`src/rtl/fwwbc_pkg.sv`:
```
package fwwbc_pkg;

    localparam int unsigned DATA_W = 16;
    localparam int unsigned ADDR_W = 32;

    typedef enum logic [1:0] {
        OP_READ  = 2'd0,
        OP_WRITE = 2'd1,
        OP_FILL  = 2'd2,
        OP_RSVD  = 2'd3
    } op_t;

    typedef enum logic [1:0] {
        KIND_READ    = 2'd0,
        KIND_DONE    = 2'd1,
        KIND_WBACK   = 2'd2,
        KIND_FILLREQ = 2'd3
    } kind_t;

    typedef struct packed {
        logic [1:0]        operation;
        logic [ADDR_W-1:0] address;
        logic [DATA_W-1:0] data;
        logic              lower_enable;
        logic              upper_enable;
    } req_t;

    typedef struct packed {
        logic [1:0]        kind;
        logic [ADDR_W-1:0] mem_address;
        logic [DATA_W-1:0] word;
        logic              hit;
        logic              last;
    } rsp_t;

    typedef enum logic [2:0] {
        ST_CLEAR,
        ST_IDLE,
        ST_LOOKUP,
        ST_WB_READ,
        ST_WB_SEND,
        ST_FILL_REQ,
        ST_FIN_READ,
        ST_FIN
    } state_t;

    typedef enum logic [1:0] {
        RD_REQ,
        RD_WBACK,
        RD_PEND
    } rd_src_t;

    typedef enum logic [1:0] {
        OUT_HIT,
        OUT_WBACK,
        OUT_FILLREQ,
        OUT_FINISH
    } out_src_t;

    typedef struct packed {
        logic     load_req;
        logic     meta_rd;
        logic     word_rd;
        rd_src_t  rd_src;
        logic     hit_update;
        logic     miss_update;
        logic     fill_write;
        logic     finish;
        logic     wb_next;
        logic     clear_row;
        logic     out_load;
        out_src_t out_src;
    } cmd_t;

    typedef struct packed {
        logic clear_last;
        logic hit;
        logic victim_dirty;
        logic pend_active;
        logic fill_last;
        logic wb_last;
        logic out_free;
    } stat_t;

endpackage

```
`src/rtl/fwwbc_ctrl.sv`:
```
module fwwbc_ctrl (
    input  logic              clk,
    input  logic              rst_n,
    input  logic              req_valid,
    input  logic [1:0]        req_operation,
    output logic              req_stall,
    input  fwwbc_pkg::stat_t  stat,
    output fwwbc_pkg::cmd_t   cmd
);
    import fwwbc_pkg::*;

    state_t state_reg;
    state_t state_next;

    always_ff @(posedge clk or negedge rst_n)
    begin
        if (!rst_n)
        begin
            state_reg <= ST_CLEAR;
        end
        else
        begin
            state_reg <= state_next;
        end
    end

    always_comb
    begin
        state_next = state_reg;
        unique case (state_reg)
            ST_CLEAR:
            begin
                if (stat.clear_last)
                begin
                    state_next = ST_IDLE;
                end
            end
            ST_IDLE:
            begin
                if (req_valid)
                begin
                    case (req_operation) inside
                        OP_READ, OP_WRITE:
                        begin
                            if (!stat.pend_active)
                            begin
                                state_next = ST_LOOKUP;
                            end
                        end
                        OP_FILL:
                        begin
                            if (stat.pend_active && stat.fill_last)
                            begin
                                state_next = ST_FIN_READ;
                            end
                        end
                        default:
                        begin
                            state_next = ST_IDLE;
                        end
                    endcase
                end
            end
            ST_LOOKUP:
            begin
                if (stat.hit)
                begin
                    if (stat.out_free)
                    begin
                        state_next = ST_IDLE;
                    end
                end
                else if (stat.victim_dirty)
                begin
                    state_next = ST_WB_READ;
                end
                else
                begin
                    state_next = ST_FILL_REQ;
                end
            end
            ST_WB_READ:
            begin
                state_next = ST_WB_SEND;
            end
            ST_WB_SEND:
            begin
                if (stat.out_free)
                begin
                    state_next = stat.wb_last ? ST_FILL_REQ : ST_WB_READ;
                end
            end
            ST_FILL_REQ:
            begin
                if (stat.out_free)
                begin
                    state_next = ST_IDLE;
                end
            end
            ST_FIN_READ:
            begin
                state_next = ST_FIN;
            end
            ST_FIN:
            begin
                if (stat.out_free)
                begin
                    state_next = ST_IDLE;
                end
            end
            default:
            begin
                state_next = ST_CLEAR;
            end
        endcase
    end

    always_comb
    begin
        cmd       = '0;
        req_stall = (state_reg != ST_IDLE);
        unique case (state_reg)
            ST_CLEAR:
            begin
                cmd.clear_row = 1'b1;
            end
            ST_IDLE:
            begin
                if (req_valid)
                begin
                    case (req_operation) inside
                        OP_READ, OP_WRITE:
                        begin
                            if (!stat.pend_active)
                            begin
                                cmd.load_req = 1'b1;
                                cmd.meta_rd  = 1'b1;
                                cmd.word_rd  = 1'b1;
                                cmd.rd_src   = RD_REQ;
                            end
                        end
                        OP_FILL:
                        begin
                            cmd.fill_write = stat.pend_active;
                        end
                        default:
                        begin
                            cmd.fill_write = 1'b0;
                        end
                    endcase
                end
            end
            ST_LOOKUP:
            begin
                if (stat.hit)
                begin
                    if (stat.out_free)
                    begin
                        cmd.hit_update = 1'b1;
                        cmd.out_load   = 1'b1;
                        cmd.out_src    = OUT_HIT;
                    end
                end
                else
                begin
                    cmd.miss_update = 1'b1;
                end
            end
            ST_WB_READ:
            begin
                cmd.word_rd = 1'b1;
                cmd.rd_src  = RD_WBACK;
            end
            ST_WB_SEND:
            begin
                if (stat.out_free)
                begin
                    cmd.out_load = 1'b1;
                    cmd.out_src  = OUT_WBACK;
                    cmd.wb_next  = 1'b1;
                end
            end
            ST_FILL_REQ:
            begin
                if (stat.out_free)
                begin
                    cmd.out_load = 1'b1;
                    cmd.out_src  = OUT_FILLREQ;
                end
            end
            ST_FIN_READ:
            begin
                cmd.meta_rd = 1'b1;
                cmd.word_rd = 1'b1;
                cmd.rd_src  = RD_PEND;
            end
            ST_FIN:
            begin
                if (stat.out_free)
                begin
                    cmd.finish   = 1'b1;
                    cmd.out_load = 1'b1;
                    cmd.out_src  = OUT_FINISH;
                end
            end
            default:
            begin
                cmd = '0;
            end
        endcase
    end

endmodule

```
`config.mk`:
```
export PLATFORM = sky130hd
export DESIGN_NAME = fwwbc_ctrl
export DESIGN_NICKNAME = d
export VERILOG_FILES = /design/src/rtl/fwwbc_pkg.sv /design/src/rtl/fwwbc_ctrl.sv
export SDC_FILE = /design/constraint.sdc
export NUM_CORES = 1
export LEC_CHECK = 0
export CAP_MARGIN = 20
export CORE_AREA = 2 2 39 41
export DETAILED_ROUTE_END_ITERATION = 12
export DIE_AREA = 0 0 41 43
export DONT_BUFFER_PORTS = 1
export PLACE_DENSITY_LB_ADDON = 0.3
export REMOVE_ABC_BUFFERS = 1
export SLEW_MARGIN = 25
export SYNTH_ARGS = -nofsm -noshare
export SYNTH_HDL_FRONTEND = slang
export SYNTH_SLANG_ARGS = --single-unit
```
`constraint.sdc`:
```
create_clock -name clk -period 1.1 [get_ports clk]
set_input_delay 0 -clock clk [delete_from_list [all_inputs] [get_ports clk]]
set_output_delay 0 -clock clk [all_outputs]
set_load 0.03 [all_outputs]
```
* After elaboration in Yosys (flattened, before gate mapping) *
Index checks and enable logic that the tools add are counted.

operators by class
  add/subtract/negate cells = 0
  $mul = 0
  divide/modulo/power cells = 0
  $lt $le $gt $ge = 0
  equal/unequal tests = 15
  shift-type cells = 0
  muxes and demuxes = 35
  bitwise logic cells = 0
  reductions and logical operators = 6

operator list
  operator                                                                  count
  3-bit 2-to-1 mux                                                          16
  3-bit one-hot mux with 7 select lines                                     1
  5-bit 2-to-1 mux                                                          3
  3-bit == test (second input constant)                                     4
  3-bit one-hot mux with 4 select lines                                     1
  1-bit 2-to-1 mux                                                          11
  3-bit one-hot mux with 3 select lines                                     1
  3-bit by 2-bit == test with 1-bit output (second input constant)          2
  2-bit inequality test (second input constant)                             3
  5-bit AND reduction                                                       1
  4-bit inequality test (second input constant)                             1
  2-bit OR reduction                                                        2
  3-bit by 1-bit == test with 1-bit output (second input constant)          1
  3-bit logical NOT                                                         1
  3-bit by 1-bit inequality test with 1-bit output (second input constant)  1
  3-bit inequality test (second input constant)                             1
  2-bit by 1-bit == test with 1-bit output (second input constant)          1
  2-bit == test (second input constant)                                     1
  2-bit logical NOT                                                         1
  2-bit 2-to-1 mux                                                          1
  1-bit one-hot mux with 2 select lines                                     1
  1-bit logical AND                                                         1

storage, ports and cells
  register bits = 3
  latch bits = 0
  RAM bits = 0
  bits in read-only memories = 0
  input port bits = 12
  word-level logic and storage cells = 57
  memories kept = 0

* Logic depth before layout (Yosys ltp) *
Gate-level depths: netlist of the first run.

  word-level depth = 6
  depth in mapped cells = 5
  depth with buffers taken out = 4

* Worst setup path after synthesis of the first run *
OpenSTA, ideal clock, no wires.

  path kind = register to output
  start = reg state_reg[2]
  end = out cmd[12] (netlist bit)
  arrival = 1.433 ns
  data required time = 1.100 ns
  setup slack = -0.333 ns
  stages on the path, launching flop included = 5
  buffers on the path = 0
  cell sequence = dfrtp_1 nand2b_1 nor2_1 and3_1 nand2b_1

RTL lines
  item                      line              text
  start: declaration        fwwbc_ctrl.sv:12  state_t state_reg;
  start signal: assignment  fwwbc_ctrl.sv:23  state_reg <= state_next;
  end: declaration          fwwbc_ctrl.sv:8   output fwwbc_pkg::cmd_t cmd

==> impl_metrics.py, run 1 <==
metrics = {
    "run_status": {
        "status": "finished with violations",
        "violations": "negative setup slack",
    },
    "cts": {
        "cts_max_level": 1,
        "cts.clk_slew.worst_paths_ns": 0.03,
        "worstSkewPairLatency_ns": 0.23,
        "root_buffer": "clkbuf_4",
        "cts_buffers": 3,
        "clkSinkCount": 3,
        "cts_tree": "yes",
        "clockBufferDepth": 2,
    },
    "worst_setup_path": {
        "crit_fanout": 3,
        "ff2ff_path_depth": 5,
        "r2r_start": "state_reg[1]",
        "cp.arrival_ns": 1.32,
        "cp_slowest_cell": "dfrtp_1",
        "cp-start-kind": "flip-flop",
        "crit_path_frequent_cell": "nand2b_4",
        "worst-r2r-setup-slack_ns": -0.20,
        "worstSetupPathType": "reg2out",
        "slowest_delay_ns": 0.39,
        "path_cells": "nand2b_4 -> nor2_4 -> and3_4 -> nand2b_4 -> buf_6",
        "crit_family": "simple AND/OR/NAND/NOR gates",
        "crit_buf_inv": 1,
        "crit_path_end_kind": "output port",
        "worstPathRequired_ns": 1.10,
        "worst_r2r_endpoint": "state_reg[2]",
    },
    "final_layout": {
        "nets": 112,
        "drive_above_1_share": 0.6061,
        "final_cells": 115,
        "nFillCells": 127,
        "largest_register_ffs": 3,
        "postLayoutCellArea_sq_um": 849.6,
        "diodes": 0,
        "final_util": 0.6139,
        "syn_to_final_growth_pct": 111.5,
    },
    "synthesis": {
        "async_flop_share": 1.000,
        "synth_top_family_by_area": "simple AND/OR/NAND/NOR gates",
        "ys_seq_area_frac": 0.1869,
        "synth.top_cell.area_share": 0.1869,
        "netlist-cell-type-count": 24,
        "yosys.area_share.simple": 0.4735,
        "synth_area_leaders": "dfrtp_1 (19%), nand2_1 (9.3%), nor2_1 (9.3%)",
        "synth_compound_area_frac": 0.2648,
        "synth_area_sq_um": 401.6,
        "muxShareOfSynthArea": 0,
        "synth_common_cells": "nand2_1 (10), nor2_1 (10), a21oi_1 (5), nor3_1 (5)",
        "synthCells": 63,
        "synth_xor_area_frac": 0,
        "ys.flop_type": "dfrtp_1",
        "syn_avg_cell_area_sq_um": 6.375,
        "yosys_warnings": 0,
        "synth_top_area_cell": "dfrtp_1",
        "synth_edf_count": 0,
        "synth_seq_cells": 3,
        "synth_adder_area_share": 0,
    },
    "sta": {
        "slew_viol_final": 0,
        "finClkSkew_ns": 0.00008310,
        "post-route-period-util": 1.203,
        "tns_ns": -2.647,
        "rsz0062_at_grt": "yes",
        "fin_hold_ws_ns": 0.01172,
        "worstMarginPinSlew_ns": 0.2547,
        "setup_slack_ns": -0.2234,
        "hold_viol_final": 0,
        "maxSlewHeadroom": 0.8299,
        "min_period_ns": 1.323,
        "setup_viol": 18,
        "max_freq_ghz": 0.7556,
    },
    "grt": {
        "antenna_found_initial": 0,
        "grt_pass1_vias": 558,
        "grt_max_degree": 15,
        "grt_pass1_wl_um": 2366,
        "globalRoute.totalOverflow": 0,
        "grt_use_total": 0.1928,
    },
    "floorplan": {
        "die_x_um": 41,
        "io_pins": 27,
        "initial_utilization": 0.2902,
        "core_area_sq_um": 1384,
        "die_y_um": 43,
        "rows": 14,
        "die-area_sq_um": 1763,
    },
    "drt": {
        "wl_per_cell_um": 13.76,
        "route.detailed.drc": 0,
        "final_antenna_net_count": 0,
        "wirelength_um": 1582,
        "vias": 597,
        "drt-initial-drc-count": 8,
        "dr.pass1.iters": 4,
        "drt-vias-per-instance": 5.191,
    },
    "placed_design": {
        "gp_congestion": 0.8102,
        "dpl-instance-area_sq_um": 586.8,
        "place_ws_ns": -0.06573,
        "port_buffers": 0,
        "placedCellCount": 100,
        "dp_hpwl_um": 976,
    },
    "min_path": {
        "whs_endpoint": "state_reg[2]",
        "hold_path.class": "in2reg",
        "hold_path_depth": 3,
        "hold_start": "stat[1]",
    },
    "run": {
        "drv_cap": 0,
    },
    "pwr": {
        "power.total_mw": 2.413,
        "power_density_nw_per_um2": 2840,
        "peakVddDrop_mv": 1.803,
        "p_leak_nw": 0.3862,
    },
}
==> layout by cell type, fill, tap and decap left out, types with 2 or more instances in the layout <==
| master | instances |
|---|---|
| a21oi_2 | 2 |
| nand2_1 | 9 |
| dlygate4sd3_1 | 4 |
| nor3_2 | 3 |
| o21ai_1 | 2 |
| nor2_4 | 5 |
| nand2b_4 | 2 |
| nor2_1 | 5 |
| nand3_1 | 2 |
| a21oi_1 | 3 |
| dfrtp_2 | 2 |
| clkbuf_4 | 3 |
| inv_4 | 2 |
| and2_4 | 2 |
| buf_4 | 20 |
| buf_6 | 11 |
| nor3_1 | 2 |
==> cell families after synthesis <==
family                 count (synthesis)
DFF                                    3
buffers and inverters                  7
AOI/OAI and AO/OA                     14
and+or+nand+nor                       39
==> final cells by class <==
class,count,area (sq um),area share
inverter,4,20.02,0.02356
tap,16,20.02,0.02356
timing repair buffer,35,314.1,0.3697
sequential,3,77.57,0.09131
multi-input combinational,53,391.6,0.4610
clock buffer,4,26.28,0.03093
==> power breakdown <==
part	switching, mW	total, mW	leakage (nW)	internal (mW)
Sequential	0.115	0.287	0.0340	0.173
Clock	0.0570	0.193	0.0150	0.136
Combinational	0.983	1.93	0.337	0.950
Total	1.16	2.41	0.386	1.26
==> how the worst max path moves through the flow <==
stage	startpoint	end	slack, ns	depth (start not counted)
3_3_place_gp	state_reg[1]	state_reg[2]	-0.06	4
6_report	state_reg[2]	cmd[12]	-0.22	5
5_1_grt	state_reg[0]	cmd[11]	-0.30	5
3_5_place_dp	state_reg[1]	state_reg[2]	-0.07	4
2_1_floorplan	state_reg[2]	cmd[12]	-0.46	4
4_1_cts	state_reg[2]	cmd[7]	-0.21	4
==> per-layer routing <==
layer / global-route usage / vias up / routed length [um] / share of wire
li1: - / 292 / - / -
met1: 0.2476 / 282 / 642 / 0.41
met2: 0.2969 / 19 / 815 / 0.52
met3: 0.05759 / 4 / 101 / 0.064
met4: 0.06000 / 0 / 22 / 0.014
met5: 0 / - / 0 / 0
==> repair_timing <==
action | 4_1_cts | 5_1_grt
pin swaps | 3 | 3
hold buffers | 4 | 0
hold endpoints to repair | 5 | 0
buffers inserted | 4 | 3
gates resized for setup | 25 | 16
endpoints found under the setup margin | 18 | 18
==> worst reg2reg max path, stage by stage, from the launching register on <==
cell and delay (ns):
dfrtp_2 0.48, buf_4 0.17, buf_6 0.11, nor2_4 0.09
nor2_1 0.04, a221o_1 0.30
No activity file was read; power rests on OpenSTA's default activity.
==> inputs of run 2 (changes only) <==
--- a/config.mk
+++ b/config.mk
@@ -6,6 +6,8 @@
 export NUM_CORES = 1
 export LEC_CHECK = 0
 export CAP_MARGIN = 20
+export CELL_PAD_IN_SITES_DETAIL_PLACEMENT = 0
+export CELL_PAD_IN_SITES_GLOBAL_PLACEMENT = 1
 export CORE_AREA = 2 2 39 41
 export DETAILED_ROUTE_END_ITERATION = 12
 export DIE_AREA = 0 0 41 43
==> run 2 against run 1 <==
  * The flow finishes with violations (negative hold slack, negative setup slack)
  * Core utilization decreased by 4.9 points
  * Sequential share of layout area is 0.79 points higher
  * Clock-buffer cell count unchanged
  * Via count is 5.2% lower
  * Clock power down 3%
  * Cell count fell by 5.2%
  * Highest routed layer unchanged
==> impl_metrics.py, run 2 (same netlist as run 1, synthesis figures left out) <==
metrics = {
    "run_status": {
        "status": "finished with violations",
        "violations": "negative hold slack, negative setup slack",
    },
    "final_layout": {
        "drive_above_1_share": 0.5484,
        "diodes": 0,
        "syn_to_final_growth_pct": 94.70,
        "multi_input_area_sq_um": 375.4,
        "nets": 106,
        "largest_register_ffs": 3,
        "final_cell_mix": "buf_4 (16), buf_6 (10), nand2_1 (8)",
        "register_area_sq_um": 77.57,
        "final_util": 0.5651,
        "final_common_cell": "buf_4",
        "final_cells": 109,
        "nFillCells": 140,
    },
    "cts": {
        "clkSinkCount": 3,
        "worstSkewPairLatency_ns": 0.23,
        "clockBufferDepth": 2,
        "cts_max_level": 1,
        "cts_buffers": 3,
        "root_buffer": "clkbuf_4",
        "cts.clk_slew.worst_paths_ns": 0.03,
        "cts_tree": "yes",
    },
    "grt": {
        "globalRoute.totalOverflow": 0,
        "antenna_found_initial": 0,
        "grt_util_met1": 0.1806,
        "grt.met3_usage": 0.02618,
        "grt_pass1_wl_um": 2049,
        "grt_use_total": 0.1678,
        "grt_pass1_vias": 549,
        "top_usage_layer": "met2",
        "met2_usage": 0.2844,
        "grt_max_degree": 16,
    },
    "worst_setup_path": {
        "cp_slowest_cell": "dfrtp_1",
        "worstSetupPathType": "reg2out",
        "crit_fanout": 3,
        "path_cells": "nand2b_4 -> nor2_4 -> and3_4 -> nand2b_4 -> buf_6",
        "crit_path_frequent_cell": "nand2b_4",
        "crit_family": "simple AND/OR/NAND/NOR gates",
        "crit_buf_inv": 1,
        "worstPathRequired_ns": 1.10,
        "cp-start-kind": "flip-flop",
        "slowest_delay_ns": 0.39,
        "crit_path_end_kind": "output port",
        "cp.arrival_ns": 1.33,
    },
    "sta": {
        "hold_viol_final": 1,
        "maxSlewHeadroom": 0.8392,
        "fin_hold_ws_ns": -0.01729,
        "setup_viol": 18,
        "finClkSkew_ns": 0.00004807,
        "max_freq_ghz": 0.7531,
        "slew_viol_final": 0,
        "setup_slack_ns": -0.2278,
        "post-route-period-util": 1.207,
        "min_period_ns": 1.328,
        "worstMarginPinSlew_ns": 0.2413,
        "rsz0062_at_grt": "yes",
    },
    "floorplan": {
        "initial_utilization": 0.2902,
        "rows": 14,
        "die_x_um": 41,
        "die_y_um": 43,
        "io_pins": 27,
        "die-area_sq_um": 1763,
        "core_area_sq_um": 1384,
    },
    "pwr": {
        "peakVddDrop_mv": 1.499,
        "power.total_mw": 2.260,
        "p_leak_nw": 0.3602,
        "power_density_nw_per_um2": 2890,
    },
    "placed_design": {
        "port_buffers": 0,
        "place_ws_ns": -0.1073,
        "placedCellCount": 96,
        "dp_hpwl_um": 895.4,
        "gp_congestion": 0.8428,
    },
    "drt": {
        "final_antenna_net_count": 0,
        "route.detailed.drc": 0,
        "wirelength_um": 1394,
        "drt-initial-drc-count": 4,
        "dr.pass1.iters": 4,
        "drt-vias-per-instance": 5.193,
        "wl_per_cell_um": 12.79,
        "vias": 566,
    },
    "run": {
        "drv_cap": 0,
    },
    "min_path": {
        "hold_path.class": "in2reg",
    },
}
run 2: worst min-delay path, delay by kind of cell:
family           cells  cell delay [ns]
AO/OA/AOI/OAI        2             0.10
AND/OR/NAND/NOR      1             0.07
run 2: area by class of cell:
cell class	instances	share of cell area
Timing Repair Buffer	29	0.3360
Sequential cell	3	0.09920
Inverter	4	0.02560
Clock buffer	4	0.03360
Tap cell	16	0.02560
Multi-Input combinational cell	53	0.4800
run 2: where the power goes:
part | internal (mW) | switching (mW)
logic | 0.854 | 0.927
registers | 0.172 | 0.119
clock network | 0.136 | 0.0523
run 2: metal layers:
layer	up-vias	share of wire
met5	-	0
met4	0	0.0093
li1	281	-
met1	260	0.38
met2	23	0.53
met3	2	0.074
run 2: repair_timing:
item / 4_1_cts / 5_1_grt
gates resized for setup: 21 / 14
setup buffers: 4 / 2
pin swaps: 4 / 3
setup endpoints to repair: 17 / 18
hold buffers: 3 / 0
endpoints found under the hold margin: 5 / 0
run 2: worst paths after layout:
kind	startpoint	end	slack, ns	cells after the start
max	state_reg[2]	cmd[12]	-0.23	5
min	req_valid	state_reg[0]	-0.02	3
max reg2reg	state_reg[1]	state_reg[2]	-0.15	4
min reg2reg	state_reg[0]	state_reg[0]	0.73	2
max in group asynchronous	rst_n	state_reg[0]	0.91	1
min in group asynchronous	rst_n	state_reg[2]	0.03	1
run 2: stage by stage:
step	hold WS (ns)	instance area [sq um]	setup TNS, ns
floorplan	-0.2956	386.6	-2.939
global placement	-0.2955	556.8	-0.3268
detailed placement	-0.2955	556.8	-0.2680
CTS	0.009441	710.7	-2.134
global route	0.001228	782.0	-3.221
finish	-0.01729	782.0	-2.328
